===== src/sv/nrzi_tape_block_check_assert.svh =====
// assertion macros for the nrzi tape block check
// used by the top level; expects signals named clock and reset in scope
`ifndef NRZI_TAPE_BLOCK_CHECK_ASSERT_SVH
`define NRZI_TAPE_BLOCK_CHECK_ASSERT_SVH

// same-cycle implication
`define NTBC_ASSERT_NOW(name, ante, cons, msg) \
   name: assert property (@(posedge clock) disable iff (reset) (ante) |-> (cons)) \
      else $error(msg);

// next-cycle implication
`define NTBC_ASSERT_NEXT(name, ante, cons, msg) \
   name: assert property (@(posedge clock) disable iff (reset) (ante) |=> (cons)) \
      else $error(msg);

`endif


===== src/sv/ntbc_pkg.sv =====
// shared types, constants and fold function for the nrzi tape block check
// no dependencies
package ntbc_pkg;

   localparam int MAX_FRAMES = 32768;
   localparam int CNT_W      = $clog2(MAX_FRAMES + 1);
   localparam int FRAME_W    = 9;
   localparam int OUT_CNT_W  = 16;
   localparam int CSR_IDX_W  = 2;

   localparam logic [CSR_IDX_W-1:0] CSR_NINE_TRACK = CSR_IDX_W'(0);
   localparam logic [CSR_IDX_W-1:0] CSR_PARITY     = CSR_IDX_W'(1);

   localparam logic [1:0] KIND_NOISE    = 2'd0;
   localparam logic [1:0] KIND_TAPEMARK = 2'd1;
   localparam logic [1:0] KIND_DATA     = 2'd2;

   localparam logic [FRAME_W-1:0] MASK7      = 9'h07f;
   localparam logic [FRAME_W-1:0] TM9_MARK   = 9'h026;
   localparam logic [FRAME_W-1:0] TM7_MARK   = 9'h01e;
   localparam logic [FRAME_W-1:0] CRC_POLY   = 9'h0f0;
   localparam logic [FRAME_W-1:0] CRC_XOROUT = 9'h1af;

   typedef struct packed {
      logic [FRAME_W-1:0]   crc;
      logic [FRAME_W-1:0]   lrc;
      logic [OUT_CNT_W-1:0] perr;
   } fold_type;

   typedef struct packed {
      logic [1:0]           block_kind;
      logic [OUT_CNT_W-1:0] data_frames;
      logic [OUT_CNT_W-1:0] parity_errors;
      logic                 crc_bad;
      logic                 lrc_bad;
      logic [OUT_CNT_W-1:0] error_total;
      logic [FRAME_W-1:0]   crc_read;
      logic [FRAME_W-1:0]   lrc_read;
   } result_type;

   // one data frame into parity count, lrc and rotating crc
   function automatic fold_type fold_frame(fold_type cur, logic [FRAME_W-1:0] d,
                                           logic pexp);
      fold_type           nxt;
      logic [FRAME_W-1:0] c;
      c = cur.crc ^ d;
      if (c[1]) begin
         c = c ^ CRC_POLY;
      end
      nxt.crc = {c[0], c[FRAME_W-1:1]};
      nxt.lrc = cur.lrc ^ d;
      nxt.perr = cur.perr;
      if (((^d) != pexp) && (cur.perr != {OUT_CNT_W{1'b1}})) begin
         nxt.perr = cur.perr + OUT_CNT_W'(1);
      end
      return nxt;
   endfunction

endpackage


===== src/sv/ntbc_req_if.sv =====
// input channel: one tape frame per item with end-of-block flag
// depends on ntbc_pkg
interface ntbc_req_if
   import ntbc_pkg::*;
();
   logic               valid;
   logic               ready;
   logic [FRAME_W-1:0] frame;
   logic               last_frame;

   modport source (output valid, frame, last_frame, input ready);
   modport sink (input valid, frame, last_frame, output ready);
endinterface


===== src/sv/ntbc_rsp_if.sv =====
// result channel: one block report per item
// depends on ntbc_pkg
interface ntbc_rsp_if
   import ntbc_pkg::*;
();
   logic                 valid;
   logic                 ready;
   logic [1:0]           block_kind;
   logic [OUT_CNT_W-1:0] data_frames;
   logic [OUT_CNT_W-1:0] parity_errors;
   logic                 crc_bad;
   logic                 lrc_bad;
   logic [OUT_CNT_W-1:0] error_total;
   logic [FRAME_W-1:0]   crc_read;
   logic [FRAME_W-1:0]   lrc_read;

   modport source (output valid, block_kind, data_frames, parity_errors, crc_bad,
                   lrc_bad, error_total, crc_read, lrc_read, input ready);
   modport sink (input valid, block_kind, data_frames, parity_errors, crc_bad,
                 lrc_bad, error_total, crc_read, lrc_read, output ready);
endinterface


===== src/sv/ntbc_csr_if.sv =====
// configuration write channel: register index and data
// depends on ntbc_pkg
interface ntbc_csr_if
   import ntbc_pkg::*;
();
   logic                 valid;
   logic                 ready;
   logic [CSR_IDX_W-1:0] index;
   logic                 data;

   modport source (output valid, index, data, input ready);
   modport sink (input valid, index, data, output ready);
endinterface


===== src/sv/ntbc_core.sv =====
// per-block state and combinational frame fold with end-of-block report
// depends on ntbc_pkg
module ntbc_core
   import ntbc_pkg::*;
(
   input  logic               clock,
   input  logic               reset,
   input  logic               step,
   input  logic [FRAME_W-1:0] frame,
   input  logic               last_frame,
   input  logic               nine_track,
   input  logic               parity_exp,
   output result_type         result
);

   logic [CNT_W-1:0]   count_ff, count_in;
   logic [FRAME_W-1:0] first_ff [3];
   logic [FRAME_W-1:0] first_in [3];
   logic [FRAME_W-1:0] held0_ff, held0_in, held1_ff, held1_in;
   fold_type           acc_ff, acc_in;

   logic [CNT_W-1:0]   cnt_n;
   logic [FRAME_W-1:0] held0_n, held1_n, d;
   fold_type           acc_n, acc_f;
   logic [FRAME_W-1:0] crc_c, lrc_c;
   logic [CNT_W-1:0]   frames;
   logic               tapemark;

   always_comb begin
      d = nine_track ? frame : (frame & MASK7);
      cnt_n = count_ff;
      held0_n = held0_ff;
      held1_n = held1_ff;
      acc_n = acc_ff;
      first_in = first_ff;
      if (count_ff < CNT_W'(MAX_FRAMES)) begin
         if (count_ff < CNT_W'(3)) begin
            first_in[count_ff[1:0]] = d;
         end
         if (count_ff >= CNT_W'(2)) begin
            acc_n = fold_frame(acc_ff, held0_ff, parity_exp);
         end
         held0_n = held1_ff;
         held1_n = d;
         cnt_n = count_ff + CNT_W'(1);
      end

      tapemark = (nine_track && cnt_n == CNT_W'(3) && first_in[0] == TM9_MARK &&
                  first_in[1] == '0 && first_in[2] == TM9_MARK) ||
                 (!nine_track && cnt_n == CNT_W'(2) && first_in[0] == TM7_MARK &&
                  first_in[1] == TM7_MARK);

      // 7-track: crc position frame is data
      acc_f = nine_track ? acc_n : fold_frame(acc_n, held0_n, parity_exp);
      crc_c = acc_f.crc ^ CRC_XOROUT;
      lrc_c = nine_track ? (acc_f.lrc ^ crc_c) : acc_f.lrc;
      frames = cnt_n;

      result = '0;
      if (cnt_n <= CNT_W'(1)) begin
         result.block_kind = KIND_NOISE;
      end else if (tapemark) begin
         result.block_kind = KIND_TAPEMARK;
      end else begin
         result.block_kind = KIND_DATA;
         if (cnt_n > CNT_W'(2)) begin
            result.crc_read = held0_n;
            result.lrc_read = held1_n;
            result.parity_errors = acc_f.perr;
            result.crc_bad = nine_track && (crc_c != held0_n);
            result.lrc_bad = (lrc_c != held1_n);
            frames = cnt_n - (nine_track ? CNT_W'(2) : CNT_W'(1));
         end
      end
      result.data_frames = OUT_CNT_W'(frames);
      result.error_total = result.parity_errors + OUT_CNT_W'(result.crc_bad)
                           + OUT_CNT_W'(result.lrc_bad);

      if (last_frame) begin
         count_in = '0;
         held0_in = '0;
         held1_in = '0;
         acc_in = '0;
         first_in[0] = '0;
         first_in[1] = '0;
         first_in[2] = '0;
      end else begin
         count_in = cnt_n;
         held0_in = held0_n;
         held1_in = held1_n;
         acc_in = acc_n;
      end
   end

   always_ff @(posedge clock) begin
      if (reset) begin
         count_ff <= '0;
         held0_ff <= '0;
         held1_ff <= '0;
         acc_ff <= '0;
         first_ff[0] <= '0;
         first_ff[1] <= '0;
         first_ff[2] <= '0;
      end else if (step) begin
         count_ff <= count_in;
         held0_ff <= held0_in;
         held1_ff <= held1_in;
         acc_ff <= acc_in;
         first_ff <= first_in;
      end
   end

endmodule


===== src/sv/nrzi_tape_block_check.sv =====
// top level of the nrzi tape block check: channels, config registers, item pipeline
// depends on ntbc_pkg, the three channel interfaces, ntbc_core and the assert macros
//
// usage:
//   req_ch carries one track-parallel frame per item, last_frame set on the
//   final frame of a tape block. rsp_ch carries one report per block, sent
//   for the item that has last_frame set; other items give no report.
//   csr_ch writes nine_track_mode (index 0) and parity_expected (index 1);
//   writes are taken at any time, other indexes are ignored. write only
//   while no block report is pending.
// timing:
//   one item per cycle while no end-of-block item waits on a held report;
//   data frames pass the input register, held1 and held0 before the fold
//   into the crc, lrc and parity count; the report is registered for rsp_ch.
// stall:
//   the report waits in the output register until taken. frames keep being
//   accepted meanwhile; only a second end-of-block item waits in the input
//   register while the report is still held.
// reset:
//   synchronous, clears the block state and selects 9-track odd parity.
`include "nrzi_tape_block_check_assert.svh"

module nrzi_tape_block_check
   import ntbc_pkg::*;
(
   input logic        clock,
   input logic        reset,
   ntbc_req_if.sink   req_ch,
   ntbc_rsp_if.source rsp_ch,
   ntbc_csr_if.sink   csr_ch
);

   logic               nine_ff, nine_in, pexp_ff, pexp_in;
   logic               s1_valid_ff, s1_valid_in;
   logic [FRAME_W-1:0] s1_frame_ff;
   logic               s1_last_ff;
   logic               out_valid_ff, out_valid_in;
   result_type         out_ff, core_res;
   logic               out_free, s1_adv, req_take;

   assign csr_ch.ready = 1'b1;

   always_comb begin
      nine_in = nine_ff;
      pexp_in = pexp_ff;
      if (csr_ch.valid) begin
         unique case (csr_ch.index)
            CSR_NINE_TRACK: nine_in = csr_ch.data;
            CSR_PARITY:     pexp_in = csr_ch.data;
            default: ;
         endcase
      end
   end

   assign out_free = !out_valid_ff || rsp_ch.ready;
   assign s1_adv = s1_valid_ff && (!s1_last_ff || out_free);
   assign req_ch.ready = !s1_valid_ff || s1_adv;
   assign req_take = req_ch.valid && req_ch.ready;
   assign s1_valid_in = req_take || (s1_valid_ff && !s1_adv);
   assign out_valid_in = (s1_adv && s1_last_ff) || (out_valid_ff && !rsp_ch.ready);

   ntbc_core u_core (
      .clock      (clock),
      .reset      (reset),
      .step       (s1_adv),
      .frame      (s1_frame_ff),
      .last_frame (s1_last_ff),
      .nine_track (nine_ff),
      .parity_exp (pexp_ff),
      .result     (core_res)
   );

   always_ff @(posedge clock) begin
      if (reset) begin
         nine_ff <= 1'b1;
         pexp_ff <= 1'b1;
         s1_valid_ff <= 1'b0;
         out_valid_ff <= 1'b0;
      end else begin
         nine_ff <= nine_in;
         pexp_ff <= pexp_in;
         s1_valid_ff <= s1_valid_in;
         out_valid_ff <= out_valid_in;
      end
   end

   always_ff @(posedge clock) begin
      if (req_take) begin
         s1_frame_ff <= req_ch.frame;
         s1_last_ff <= req_ch.last_frame;
      end
      if (s1_adv && s1_last_ff) begin
         out_ff <= core_res;
      end
   end

   assign rsp_ch.valid = out_valid_ff;
   assign rsp_ch.block_kind = out_ff.block_kind;
   assign rsp_ch.data_frames = out_ff.data_frames;
   assign rsp_ch.parity_errors = out_ff.parity_errors;
   assign rsp_ch.crc_bad = out_ff.crc_bad;
   assign rsp_ch.lrc_bad = out_ff.lrc_bad;
   assign rsp_ch.error_total = out_ff.error_total;
   assign rsp_ch.crc_read = out_ff.crc_read;
   assign rsp_ch.lrc_read = out_ff.lrc_read;

   `NTBC_ASSERT_NOW(a_stall_only_on_full, s1_valid_ff && !s1_adv,
      s1_last_ff && out_valid_ff && !rsp_ch.ready, "input stage stalled without cause")
   `NTBC_ASSERT_NOW(a_report_source, $rose(out_valid_ff),
      $past(s1_adv && s1_last_ff), "report without end-of-block item")
   `NTBC_ASSERT_NOW(a_no_checks_off_data, out_valid_ff && out_ff.block_kind != KIND_DATA,
      out_ff.error_total == '0 && !out_ff.crc_bad && !out_ff.lrc_bad,
      "check flags set on non-data block")

endmodule

===== src/flat_wrapper.sv =====
// flat-port wrapper written by rule: the top's interface ports become plain ports
module nrzi_tape_block_check_flat import ntbc_pkg::*;
  (clock, reset, req_ch_valid, req_ch_frame, req_ch_last_frame, req_ch_ready, rsp_ch_valid, rsp_ch_block_kind, rsp_ch_data_frames, rsp_ch_parity_errors, rsp_ch_crc_bad, rsp_ch_lrc_bad, rsp_ch_error_total, rsp_ch_crc_read, rsp_ch_lrc_read, rsp_ch_ready, csr_ch_valid, csr_ch_index, csr_ch_data, csr_ch_ready);
  ntbc_req_if req_ch_i ();
  ntbc_rsp_if rsp_ch_i ();
  ntbc_csr_if csr_ch_i ();
  input logic clock;
  input logic reset;
  input wire logic [$bits(req_ch_i.valid)-1:0] req_ch_valid;
  input wire logic [$bits(req_ch_i.frame)-1:0] req_ch_frame;
  input wire logic [$bits(req_ch_i.last_frame)-1:0] req_ch_last_frame;
  output wire logic [$bits(req_ch_i.ready)-1:0] req_ch_ready;
  output wire logic [$bits(rsp_ch_i.valid)-1:0] rsp_ch_valid;
  output wire logic [$bits(rsp_ch_i.block_kind)-1:0] rsp_ch_block_kind;
  output wire logic [$bits(rsp_ch_i.data_frames)-1:0] rsp_ch_data_frames;
  output wire logic [$bits(rsp_ch_i.parity_errors)-1:0] rsp_ch_parity_errors;
  output wire logic [$bits(rsp_ch_i.crc_bad)-1:0] rsp_ch_crc_bad;
  output wire logic [$bits(rsp_ch_i.lrc_bad)-1:0] rsp_ch_lrc_bad;
  output wire logic [$bits(rsp_ch_i.error_total)-1:0] rsp_ch_error_total;
  output wire logic [$bits(rsp_ch_i.crc_read)-1:0] rsp_ch_crc_read;
  output wire logic [$bits(rsp_ch_i.lrc_read)-1:0] rsp_ch_lrc_read;
  input wire logic [$bits(rsp_ch_i.ready)-1:0] rsp_ch_ready;
  input wire logic [$bits(csr_ch_i.valid)-1:0] csr_ch_valid;
  input wire logic [$bits(csr_ch_i.index)-1:0] csr_ch_index;
  input wire logic [$bits(csr_ch_i.data)-1:0] csr_ch_data;
  output wire logic [$bits(csr_ch_i.ready)-1:0] csr_ch_ready;
  assign req_ch_i.valid = req_ch_valid;
  assign req_ch_i.frame = req_ch_frame;
  assign req_ch_i.last_frame = req_ch_last_frame;
  assign req_ch_ready = req_ch_i.ready;
  assign rsp_ch_valid = rsp_ch_i.valid;
  assign rsp_ch_block_kind = rsp_ch_i.block_kind;
  assign rsp_ch_data_frames = rsp_ch_i.data_frames;
  assign rsp_ch_parity_errors = rsp_ch_i.parity_errors;
  assign rsp_ch_crc_bad = rsp_ch_i.crc_bad;
  assign rsp_ch_lrc_bad = rsp_ch_i.lrc_bad;
  assign rsp_ch_error_total = rsp_ch_i.error_total;
  assign rsp_ch_crc_read = rsp_ch_i.crc_read;
  assign rsp_ch_lrc_read = rsp_ch_i.lrc_read;
  assign rsp_ch_i.ready = rsp_ch_ready;
  assign csr_ch_i.valid = csr_ch_valid;
  assign csr_ch_i.index = csr_ch_index;
  assign csr_ch_i.data = csr_ch_data;
  assign csr_ch_ready = csr_ch_i.ready;
  nrzi_tape_block_check u_core (.clock(clock), .reset(reset), .req_ch(req_ch_i), .rsp_ch(rsp_ch_i), .csr_ch(csr_ch_i));
endmodule

===== config.mk =====
export PLATFORM = sky130hd
export DESIGN_NAME = nrzi_tape_block_check_flat
export DESIGN_NICKNAME = d
export VERILOG_FILES = /design/src/sv/ntbc_pkg.sv /design/src/sv/ntbc_req_if.sv /design/src/sv/ntbc_rsp_if.sv /design/src/sv/ntbc_csr_if.sv /design/src/sv/ntbc_core.sv /design/src/sv/nrzi_tape_block_check.sv /design/src/flat_wrapper.sv
export VERILOG_INCLUDE_DIRS = /design/src /design/src/sv
export SDC_FILE = /design/constraint.sdc
export NUM_CORES = 1
export LEC_CHECK = 0
export BUFFER_PORTS_ARGS = -buffer_cell sky130_fd_sc_hd__buf_2
export CAP_MARGIN = 20
export CORE_ASPECT_RATIO = 0.9
export CORE_MARGIN = 4
export CORE_UTILIZATION = 50
export CTS_CLUSTER_SIZE = 25
export DETAILED_ROUTE_END_ITERATION = 10
export PLACE_DENSITY = 0.76
export REMOVE_ABC_BUFFERS = 1
export SYNTH_ARGS = -nofsm -noshare
export SYNTH_HDL_FRONTEND = slang
export SYNTH_HIERARCHICAL = 1
export SYNTH_SLANG_ARGS = --single-unit

===== constraint.sdc =====
create_clock -name clock -period 7.96 [get_ports clock]
set_clock_uncertainty 0.15 [all_clocks]
set_input_delay 1.194 -clock clock [delete_from_list [all_inputs] [get_ports clock]]
set_output_delay 1.194 -clock clock [all_outputs]
set_load 0.02 [all_outputs]

==> impl_metrics.tcl <==
set metrics [dict create \
    status "complete, no violations" \
    first_pass_iters 6 \
    grt_pass1_wl_um 44600 \
    path_delay_family "simple AND/OR/NAND/NOR gates" \
    grt_max_degree 101 \
    cts_hold_buf 0 \
    total_leakage_power_nw 4.30 \
    synth-edff-count 80 \
    ir_worst_vdd_uv 140 \
    path_cells "ha_1 > nand4_1 > nor2_1 > and3_1 > nor3_4 > xnor2_1 > inv_1 > ha_1 > and3_1 > mux2i_1 > nor3_4 > a31o_2 > xnor2_1 > nand2_1 > fa_1 > inv_1 > ha_1 > nand2_1 > mux2i_1 > nor4b_1 > nor3b_1 > xnor2_1" \
    tritoncts "yes" \
    endpoint_kind "flop" \
    grt_util_met2 0.356 \
    routedWlPerCell_um 18.5 \
    fmax_mhz 156 \
    cts_buffers 17 \
    pin_count 91 \
    core_area_um2 21000 \
    reg2reg_from "u_core/u_core/acc_ff[0]" \
    rsz0062_at_grt "false" \
    die_x_um 163 \
    antenna_found_initial 0 \
    slowest_stage "nor4b_1" \
    h-tree-depth 4 \
    viasPerCell 6.03 \
    cts_resized 0 \
    areaGrowthSynthToFinish_pct 9.95 \
    place_hpwl_um 19100 \
    worst_pin_slew_ns 1.09 \
    cts_buffer_depth 2 \
    regToRegSetupSlack_ns 1.54 \
    finalSetupTns_ns 0 \
    grt_util_met1 0.326 \
    overflow 0 \
    instances_no_fill 1509 \
    synth_ff_type "dfxtp_1" \
    die_h_um 147 \
    cp-start-kind "flop" \
    worstHoldPathType "flop to flop" \
    route.detailed.drc 0 \
    fin_crit_ns 6.42 \
    port-buffer-count 89 \
    fp-row-count 50 \
    hold_violations 0 \
    synth_seq_area_share 0.407 \
    worst-setup-path-type "flop to flop" \
    cp-endpoint "u_core/rsp_ch.error_total[14]" \
    report.final.setup_viol 0 \
    pwr_density_cell_nw_per_um2 166 \
    regToRegEndpoint "u_core/rsp_ch.error_total[14]" \
    arrival_ns 6.43 \
    clk-insertion-delay-late_ns 0.44 \
    initial_core_util 0.513 \
    cp-startpoint "u_core/u_core/acc_ff[0]" \
    dp.cells 1477 \
    ant_nets 0 \
    nets 1240 \
    slew_violations 0 \
    avgSynthCellArea_um2 9.12 \
    path_clk_slew_ns 0.07 \
    num_antenna_cells 0 \
    routed_wl_um 27800 \
    drive_above_1_share 0.151 \
    path_depth 22 \
    met3_usage 0.0415 \
    critPathBufInv 2 \
    grt_pass1_vias 8281 \
    via_count 9094 \
    slowest_delay_ns 0.79 \
    gp_congestion 0.937 \
    fp.dieArea_um2 24000 \
    cp_max_fo 10 \
    maxSlewHeadroom 0.255 \
    ys_types 101 \
    worstPathRequired_ns 7.97 \
    synthCells 1182 \
    cts_sinks 179 \
    rr_worst_depth 22 \
    yosysWarnings 6 \
    maxCapViolCount 0 \
    synth_seq_cells 179 \
    cts-root-buf "clkbuf_16" \
    grt_usage 0.229 \
    ys_async_sr_fraction 0 \
    fin_area_um2 11900 \
    syn-cell-area_um2 10800 \
    cts_setup_buffers 0 \
    period_share 0.807 \
    first_iter_violations 1167 \
    busiest_layer "met2" \
    dpl_cell_area_um2 11300 \
]
-- per-stage QoR --
step / util / hold slack, ns / worst slack, ns / power, mW
3_5_place_dp: 0.537 / 0.327 / 1.60 / 1.16
4_1_cts: 0.564 / 0.345 / 1.60 / 1.98
6_report: 0.564 / 0.339 / 1.54 / 1.96
3_3_place_gp: 0.537 / 0.313 / 1.79 / 1.16
5_1_grt: 0.564 / 0.370 / 0.868 / 2.03
2_1_floorplan: - / 0.295 / 1.99 / 1.10
-- worst min-delay path by stage --
stage | start | cells past startpoint | end | slack [ns]
4_1_cts | u_core/u_core/first_ff[16] | 2 | u_core/u_core/first_ff[16] | 0.35
6_report | u_core/u_core/first_ff[9] | 2 | u_core/u_core/first_ff[9] | 0.34
3_5_place_dp | u_core/u_core/first_ff[16] | 2 | u_core/u_core/first_ff[16] | 0.33
5_1_grt | u_core/u_core/acc_ff[23] | 2 | u_core/u_core/acc_ff[23] | 0.37
2_1_floorplan | u_core/u_core/first_ff[2] | 2 | u_core/u_core/first_ff[2] | 0.30
3_3_place_gp | u_core/u_core/first_ff[5] | 2 | u_core/u_core/first_ff[5] | 0.31
-- metal layers --
layer / vias up / wire length [um]
li1: 4314 / -
met1: 4322 / 12500
met2: 409 / 12700
met3: 49 / 2070
met4: 0 / 609
met5: - / 0
-- placed cells by master, fill, tap and decap left out, drive strengths merged, types with 6 or more instances in the layout --
cell type  instances
nor4              19
nand3             26
or3                6
xor2              54
edfxtp            80
buf              100
inv               30
a22oi             33
nor3              34
xnor2             83
nor2             164
and2               7
a32oi             28
nand3b            19
a31oi             14
a2111oi            7
dfxtp             99
and4               6
and3              16
clkbuf            19
o21ai             54
ha                10
nor2b              9
nand2             95
nor3b              6
a21oi             62
mux2i             31
nand4             15
-- registers in the layout, indices dropped and copies added, names as in the netlist --
register,cells
u_core/u_core/held0_ff,9
u_core/rsp_ch.error_total,16
u_core/nine_ff,1
u_core/rsp_ch.lrc_bad,1
u_core/u_core/held1_ff,9
u_core/s1_frame_ff,9
u_core/rsp_ch.parity_errors,16
u_core/u_core/acc_ff,34
u_core/rsp_ch.block_kind,2
u_core/u_core/count_ff,16
u_core/rsp_ch.valid,1
u_core/u_core/first_ff,27
u_core/s1_valid_ff,1
u_core/s1_last_ff,1
u_core/rsp_ch.data_frames,16
u_core/rsp_ch.lrc_read,9
u_core/pexp_ff,1
u_core/rsp_ch.crc_bad,1
u_core/rsp_ch.crc_read,9
-- worst register-to-register path: stages (launching register included) --
cell,delay [ns]
dfxtp_1,0.45
ha_1,0.39
nand4_1,0.18
nor2_1,0.51
and3_1,0.46
nor3_4,0.15
xnor2_1,0.20
inv_1,0.09
ha_1,0.24
and3_1,0.20
mux2i_1,0.37
nor3_4,0.12
a31o_2,0.27
xnor2_1,0.17
nand2_1,0.10
fa_1,0.41
inv_1,0.07
ha_1,0.18
nand2_1,0.06
mux2i_1,0.19
nor4b_1,0.79
nor3b_1,0.32
xnor2_1,0.09
-- cells in the mapped netlist, types with 15 or more instances --
| cell type | n | area [um2] |
|---|---|---|
| nand3_1 | 24 | 120 |
| dfxtp_1 | 99 | 1980 |
| mux2i_1 | 31 | 310 |
| clkbuf_1 | 53 | 199 |
| a32oi_1 | 28 | 245 |
| and3_1 | 15 | 93.8 |
| nand3b_1 | 19 | 143 |
| edfxtp_1 | 80 | 2400 |
| a21oi_1 | 62 | 310 |
| a22oi_1 | 33 | 248 |
| buf_2 | 24 | 120 |
| inv_1 | 21 | 78.8 |
| xor2_1 | 50 | 438 |
| xnor2_1 | 79 | 692 |
| o21ai_0 | 49 | 245 |
| nand2_1 | 94 | 353 |
| nor2_1 | 163 | 612 |
| nor3_1 | 32 | 160 |
-- cell families after synthesis --
group,count (synthesis),synth area share
flops,179,0.407
compound gates,252,0.160
simple gates,451,0.216
fa+ha+maj,12,0.0153
mux,34,0.0319
buf+inv,114,0.0457
other cells,1,0.000348
xor+xnor,139,0.124
-- final cells by class --
cell class | instances | area (um2)
Clock buffer | 19 | 464
Clock inverter | 13 | 111
Multi-Input combinational cell | 889 | 5920
Timing Repair Buffer | 100 | 528
Fill cell | 1903 | 9170
Sequential cell | 179 | 4380
Inverter | 23 | 86.3
Tap cell | 286 | 358
-- where the power goes --
| group | internal [mW] | switching (mW) |
|---|---|---|
| Clock | 0.437 | 0.384 |
| Combinational | 0.0483 | 0.105 |
| Sequential | 0.974 | 0.0148 |
Power figures use the tool's default switching activity.
